File: config.mk
export PLATFORM = sky130hd
export DESIGN_NAME = miv_ctrl
export DESIGN_NICKNAME = d
export VERILOG_FILES = /design/src/design/miv_pkg.sv /design/src/design/miv_ctrl.sv
export VERILOG_INCLUDE_DIRS = /design/src /design/src/design
export SDC_FILE = /design/constraint.sdc
export NUM_CORES = 1
export LEC_CHECK = 0
export ABC_AREA = 1
export ABC_CLOCK_PERIOD_IN_PS = 3270
export BUFFER_PORTS_ARGS = -buffer_cell sky130_fd_sc_hd__buf_2
export CORE_AREA = 5 5 42 44
export DETAILED_ROUTE_END_ITERATION = 8
export DIE_AREA = 0 0 47 49
export GPL_TIMING_DRIVEN = 0
export MAX_ROUTING_LAYER = met4
export PLACE_DENSITY = 0.7
export RECOVER_POWER = 50
export SLEW_MARGIN = 20
export SYNTH_ARGS = -nofsm -noshare
export SYNTH_HDL_FRONTEND = slang
export SYNTH_SLANG_ARGS = --single-unit
File: constraint.sdc
create_clock -name clk -period 3.27 [get_ports clk]
set_input_delay 0.654 -clock clk [delete_from_list [all_inputs] [get_ports clk]]
set_output_delay 0.654 -clock clk [all_outputs]
set_load 0.03 [all_outputs]
File: src/design/merkle_inclusion_verify_macros.svh
// Assertion macros shared by the merkle inclusion verifier modules.
// Depends on nothing; included by files that carry concurrent assertions.
`ifndef MERKLE_INCLUSION_VERIFY_MACROS_SVH
`define MERKLE_INCLUSION_VERIFY_MACROS_SVH

// Implication checked on every rising clock edge outside reset.
`define MIV_ASSERT_IMP(label, clk, rst, ante, cons) \
  label: assert property (@(posedge clk) disable iff (rst) (ante) |-> (cons)) \
    else $error("assertion failed");

// Next-cycle implication checked outside reset.
`define MIV_ASSERT_NEXT(label, clk, rst, ante, cons) \
  label: assert property (@(posedge clk) disable iff (rst) (ante) |=> (cons)) \
    else $error("assertion failed");

`endif

File: src/design/miv_pkg.sv
// Package for the merkle inclusion verifier: SHA-256 constants, types, functions.
// Depends on nothing; used by every module of the block.
package miv_pkg;

  localparam int unsigned RoundN = 64;
  localparam int unsigned RoundW = 6;

  // Controller states.
  typedef enum logic [2:0] {
    ST_IDLE,
    ST_START,
    ST_ROUND,
    ST_FOLD,
    ST_OUT
  } state_t;

  // Commands from the controller to the datapath.
  typedef struct packed {
    logic capture;      // register the accepted input item
    logic init_blk0;    // load IV and first message block
    logic init_blk1;    // load second message block, keep chaining value
    logic round;        // run one compression round
    logic fold;         // add working vars into chaining value
    logic commit;       // copy digest into accumulator
    logic skip;         // path step with no leaf
    logic emit;         // load result register, clear proof state
  } cmd_t;

  // Status from the datapath to the controller.
  typedef struct packed {
    logic is_step;
    logic two_blocks;
    logic last;
    logic leaf_loaded;
  } sts_t;

  function automatic logic [31:0] round_k(input logic [RoundW-1:0] i);
    logic [31:0] k [RoundN];
    k = '{
      32'h428a2f98, 32'h71374491, 32'hb5c0fbcf, 32'he9b5dba5, 32'h3956c25b, 32'h59f111f1,
      32'h923f82a4, 32'hab1c5ed5, 32'hd807aa98, 32'h12835b01, 32'h243185be, 32'h550c7dc3,
      32'h72be5d74, 32'h80deb1fe, 32'h9bdc06a7, 32'hc19bf174, 32'he49b69c1, 32'hefbe4786,
      32'h0fc19dc6, 32'h240ca1cc, 32'h2de92c6f, 32'h4a7484aa, 32'h5cb0a9dc, 32'h76f988da,
      32'h983e5152, 32'ha831c66d, 32'hb00327c8, 32'hbf597fc7, 32'hc6e00bf3, 32'hd5a79147,
      32'h06ca6351, 32'h14292967, 32'h27b70a85, 32'h2e1b2138, 32'h4d2c6dfc, 32'h53380d13,
      32'h650a7354, 32'h766a0abb, 32'h81c2c92e, 32'h92722c85, 32'ha2bfe8a1, 32'ha81a664b,
      32'hc24b8b70, 32'hc76c51a3, 32'hd192e819, 32'hd6990624, 32'hf40e3585, 32'h106aa070,
      32'h19a4c116, 32'h1e376c08, 32'h2748774c, 32'h34b0bcb5, 32'h391c0cb3, 32'h4ed8aa4a,
      32'h5b9cca4f, 32'h682e6ff3, 32'h748f82ee, 32'h78a5636f, 32'h84c87814, 32'h8cc70208,
      32'h90befffa, 32'ha4506ceb, 32'hbef9a3f7, 32'hc67178f2};
    return k[i];
  endfunction

  localparam logic [255:0] Iv = {
    32'h6a09e667, 32'hbb67ae85, 32'h3c6ef372, 32'ha54ff53a,
    32'h510e527f, 32'h9b05688c, 32'h1f83d9ab, 32'h5be0cd19};

  function automatic logic [31:0] rotr(input logic [31:0] x, input int unsigned n);
    return (x >> n) | (x << (32 - n));
  endfunction

endpackage

File: src/design/miv_ctrl.sv
// Controller state machine for the merkle inclusion verifier.
// Depends on miv_pkg and the assertion macro header.
`include "merkle_inclusion_verify_macros.svh"

module miv_ctrl (
  input  logic               clk,
  input  logic               rst,
  input  logic               in_valid,
  output logic               in_stall,
  input  logic               out_stall,
  output logic               out_valid,
  input  miv_pkg::sts_t      sts,
  output miv_pkg::cmd_t      cmd
);

  miv_pkg::state_t state, state_next;
  logic [miv_pkg::RoundW-1:0] rnd, rnd_next;
  logic blk, blk_next;

  // State, round counter and block index.
  always_ff @(posedge clk) begin
    if (rst) begin
      state <= miv_pkg::ST_IDLE;
      rnd <= '0;
      blk <= 1'b0;
    end else begin
      state <= state_next;
      rnd <= rnd_next;
      blk <= blk_next;
    end
  end

  // Next state and commands.
  always_comb begin
    state_next = state;
    rnd_next = rnd;
    blk_next = blk;
    cmd = '0;
    in_stall = 1'b1;
    out_valid = 1'b0;
    case (state)
      miv_pkg::ST_IDLE: begin
        in_stall = 1'b0;
        if (in_valid) begin
          cmd.capture = 1'b1;
          state_next = miv_pkg::ST_START;
        end
      end
      miv_pkg::ST_START: begin
        if (sts.is_step && !sts.leaf_loaded) begin
          cmd.skip = 1'b1;
          state_next = sts.last ? miv_pkg::ST_OUT : miv_pkg::ST_IDLE;
          if (sts.last) cmd.emit = 1'b1;
        end else begin
          cmd.init_blk0 = 1'b1;
          rnd_next = '0;
          blk_next = 1'b0;
          state_next = miv_pkg::ST_ROUND;
        end
      end
      miv_pkg::ST_ROUND: begin
        cmd.round = 1'b1;
        rnd_next = rnd + 1'b1;
        if (rnd == miv_pkg::RoundW'(miv_pkg::RoundN - 1)) state_next = miv_pkg::ST_FOLD;
      end
      miv_pkg::ST_FOLD: begin
        if (sts.two_blocks && !blk) begin
          cmd.fold = 1'b1;
          blk_next = 1'b1;
          state_next = miv_pkg::ST_ROUND;
        end else begin
          cmd.commit = 1'b1;
          if (sts.last) begin
            cmd.emit = 1'b1;
            state_next = miv_pkg::ST_OUT;
          end else begin
            state_next = miv_pkg::ST_IDLE;
          end
        end
        if (sts.two_blocks && !blk) cmd.init_blk1 = 1'b1;
      end
      miv_pkg::ST_OUT: begin
        out_valid = 1'b1;
        in_stall = 1'b1;
        if (!out_stall) state_next = miv_pkg::ST_IDLE;
      end
      default: state_next = miv_pkg::ST_IDLE;
    endcase
  end

  `MIV_ASSERT_IMP(a_rnd_zero_idle, clk, rst, state == miv_pkg::ST_IDLE, rnd == '0)
  `MIV_ASSERT_NEXT(a_fold_after_rounds, clk, rst,
    state == miv_pkg::ST_ROUND && rnd == miv_pkg::RoundW'(miv_pkg::RoundN - 1),
    state == miv_pkg::ST_FOLD)
  `MIV_ASSERT_IMP(a_no_accept_busy, clk, rst, state != miv_pkg::ST_IDLE, in_stall)

endmodule

==> results.json <==
{
  "status": "complete, no violations",
  "fin_tns_setup_ps": 0,
  "crit_buf_inv": 3,
  "cp.arrival_ps": 1540,
  "globalRouteOverflowTotal": 0,
  "max_stage_delay_ps": 410,
  "critPathMostFrequentCell": "inv_1",
  "synth_cell_types": 18,
  "grt_max_degree": 9,
  "clockBufferDepth": 2,
  "num_antenna_cells": 0,
  "leakage_nw": 0.3891,
  "clk_latency_ps": 270,
  "cts_resized": 0,
  "holdBufCountCts": 0,
  "htree_num_levels": 1,
  "syn_avg_cell_area_um2": 6.296,
  "power_density_nw_per_um2": 491.3,
  "routed_via_density": 4.792,
  "setup_viol": 0,
  "drive_gt1_frac": 0.2544,
  "synthesis.area_um2": 585.6,
  "yosys_warnings": 0,
  "finalHoldViolCount": 0,
  "routed_wl_um": 1220,
  "die_area_um2": 2303,
  "post-cts-setup-buffers": 0,
  "cp_top_family": "simple AND/OR/NAND/NOR gates",
  "grt_pass1_vias": 506,
  "ir_drop_v": 0.0003362,
  "start_kind": "register",
  "io_pins": 18,
  "path_class": "register to output port",
  "clockRootBuffer": "clkbuf_4",
  "finalCriticalPeriod_ps": 2195,
  "die_h_um": 49,
  "worst_path_max_delay_cell": "dfxtp_1",
  "path_cells": "inv_1 -> nor2_1 -> nand3_1 -> inv_1 -> buf_2",
  "synth_nets": 102,
  "path_clk_slew_ps": 60,
  "postRouteAntennaNets": 0,
  "rows": 14,
  "gr-usage-met2": 0.1674,
  "drt_iter0_drc": 12,
  "min_path_type": "register to register",
  "place_hpwl_um": 935.2,
  "gr-usage-met3": 0.03321,
  "fp.dieW_um": 47,
  "detail_route.wl_per_cell_um": 9.385,
  "nets": 124,
  "busiest_layer": "met2",
  "ys_ff_latch": 10,
  "grt_util_met1": 0.1633,
  "rsz0062_at_grt": "no",
  "grt_use_total": 0.1220,
  "maxCapViolCount": 0,
  "fmax_mhz": 455.5,
  "dr.pass1.iters": 4,
  "antenna_found_initial": 0,
  "synthCells": 93,
  "drv_slew": 0,
  "cts_tree": "done",
  "cts_inserted_buffers": 3,
  "gp_congestion": 0.7809,
  "fin_skew_ps": 2.779,
  "cts.sinks": 10,
  "crit_fanout": 8,
  "final_core_util": 0.5134,
  "io_buffers": 17,
  "ys_seq_area_frac": 0.3419,
  "drc_errors": 0,
  "critPathRequiredTime_ps": 2620,
  "worst_pin_slew_ps": 354.7,
  "vias": 623,
  "grt_first_pass_wirelength_um": 2076,
  "core-area_um2": 1401,
  "critPathCaptureType": "output port",
  "area_growth_syn_to_layout_pct": 22.86,
  "maxSlewHeadroom": 0.7628,
  "post-route-period-util": 0.6714,
  "start_util": 0.4179
}
==> sequential cells by signal, indices dropped and copies added, names as in the netlist <==
| name | cells |
|---|---|
| rnd | 6 |
| state | 3 |
| blk | 1 |
==> layer usage <==
metal | vias up | wire length, um
met4 | 0 | 27
met3 | 5 | 67
met2 | 17 | 547
met1 | 265 | 576
met5 | - | 0
li1 | 336 | -
==> path summary, 6_finish.rpt <==
path             from  endpoint  slack, ps  cells past startpoint
max          state[0]    cmd[6]       1070                      5
min               blk       blk        490                      2
max reg2reg  state[0]    rnd[3]       1930                      5
min reg2reg       blk       blk        490                      2
==> through the flow <==
step / setup WS, ps / power [mW] / hold slack, ps / instances / instance area, um^2
global route: 959.9 / 0.3766 / 534.0 / 130 / 719.4
global placement: 1184 / 0.2460 / 476.7 / 126 / 690.7
detailed placement: 1156 / 0.2474 / 482.5 / 126 / 690.7
floorplan: 1191 / 0.2196 / 447.5 / 93 / 585.6
CTS: 1152 / 0.3607 / 495.3 / 130 / 726.9
finish: 1075 / 0.3535 / 493.5 / 130 / 719.4
==> Yosys cell counts <==
cell type,instances,area (um^2)
nand2_1,21,78.83
inv_1,14,52.55
nor2_1,14,52.55
dfxtp_1,10,200.2
nand3_1,8,40.04
a21oi_1,6,30.03
o21ai_0,5,25.02
nand2_2,3,18.77
nor2_2,2,12.51
nor3_1,2,10.01
buf_4,1,7.510
clkinv_4,1,8.760
ha_1,1,12.51
inv_2,1,3.750
nand3_2,1,10.01
nand4_1,1,6.260
nor2_4,1,11.26
o21ai_1,1,5.000
==> worst min-delay path: stages, from the launching register on <==
cell and delay [ps]:
dfxtp_1 330, a21oi_1 60, nor2_1 70
==> where the power goes <==
group | leakage [nW] | total (mW) | internal [mW] | switching [mW]
Clock | 0.0210 | 0.112 | 0.0677 | 0.0440
Combinational | 0.287 | 0.103 | 0.0305 | 0.0723
Sequential | 0.0811 | 0.139 | 0.129 | 0.00986
==> cell type report <==
type,count,area (um^2)
Clock buffer,4,36.28
Multi-Input combinational cell,66,305.3
Inverter,16,65.06
Sequential cell,10,200.2
Fill cell,153,681.9
Timing Repair Buffer,17,85.08
Tap cell,16,20.02
Buffer,1,7.507
==> layout by cell type, fill, tap and decap left out <==
cell type,Yosys,routed
nand4_1,1,1
nand2_2,3,3
o21ai_0,5,5
nand2_1,21,21
dfxtp_1,10,10
o21ai_1,1,1
buf_4,1,1
nor2_2,2,1
inv_2,1,1
clkbuf_8,0,1
clkbuf_4,0,3
a21oi_1,6,6
clkinv_4,1,1
ha_1,1,1
inv_1,14,14
nor3_1,2,2
buf_2,0,17
nand3_1,8,9
nor2_1,14,15
nor2_4,1,1
==> cell families after synthesis <==
kind of cell               share of synthesized area
AOI/OAI and AO/OA                             0.1026
adders and majority gates                    0.02136
buffers and inverters                         0.1239
DFF                                           0.3419
and+or+nand+nor                               0.4103
No activity file was read; power rests on OpenSTA's default activity.
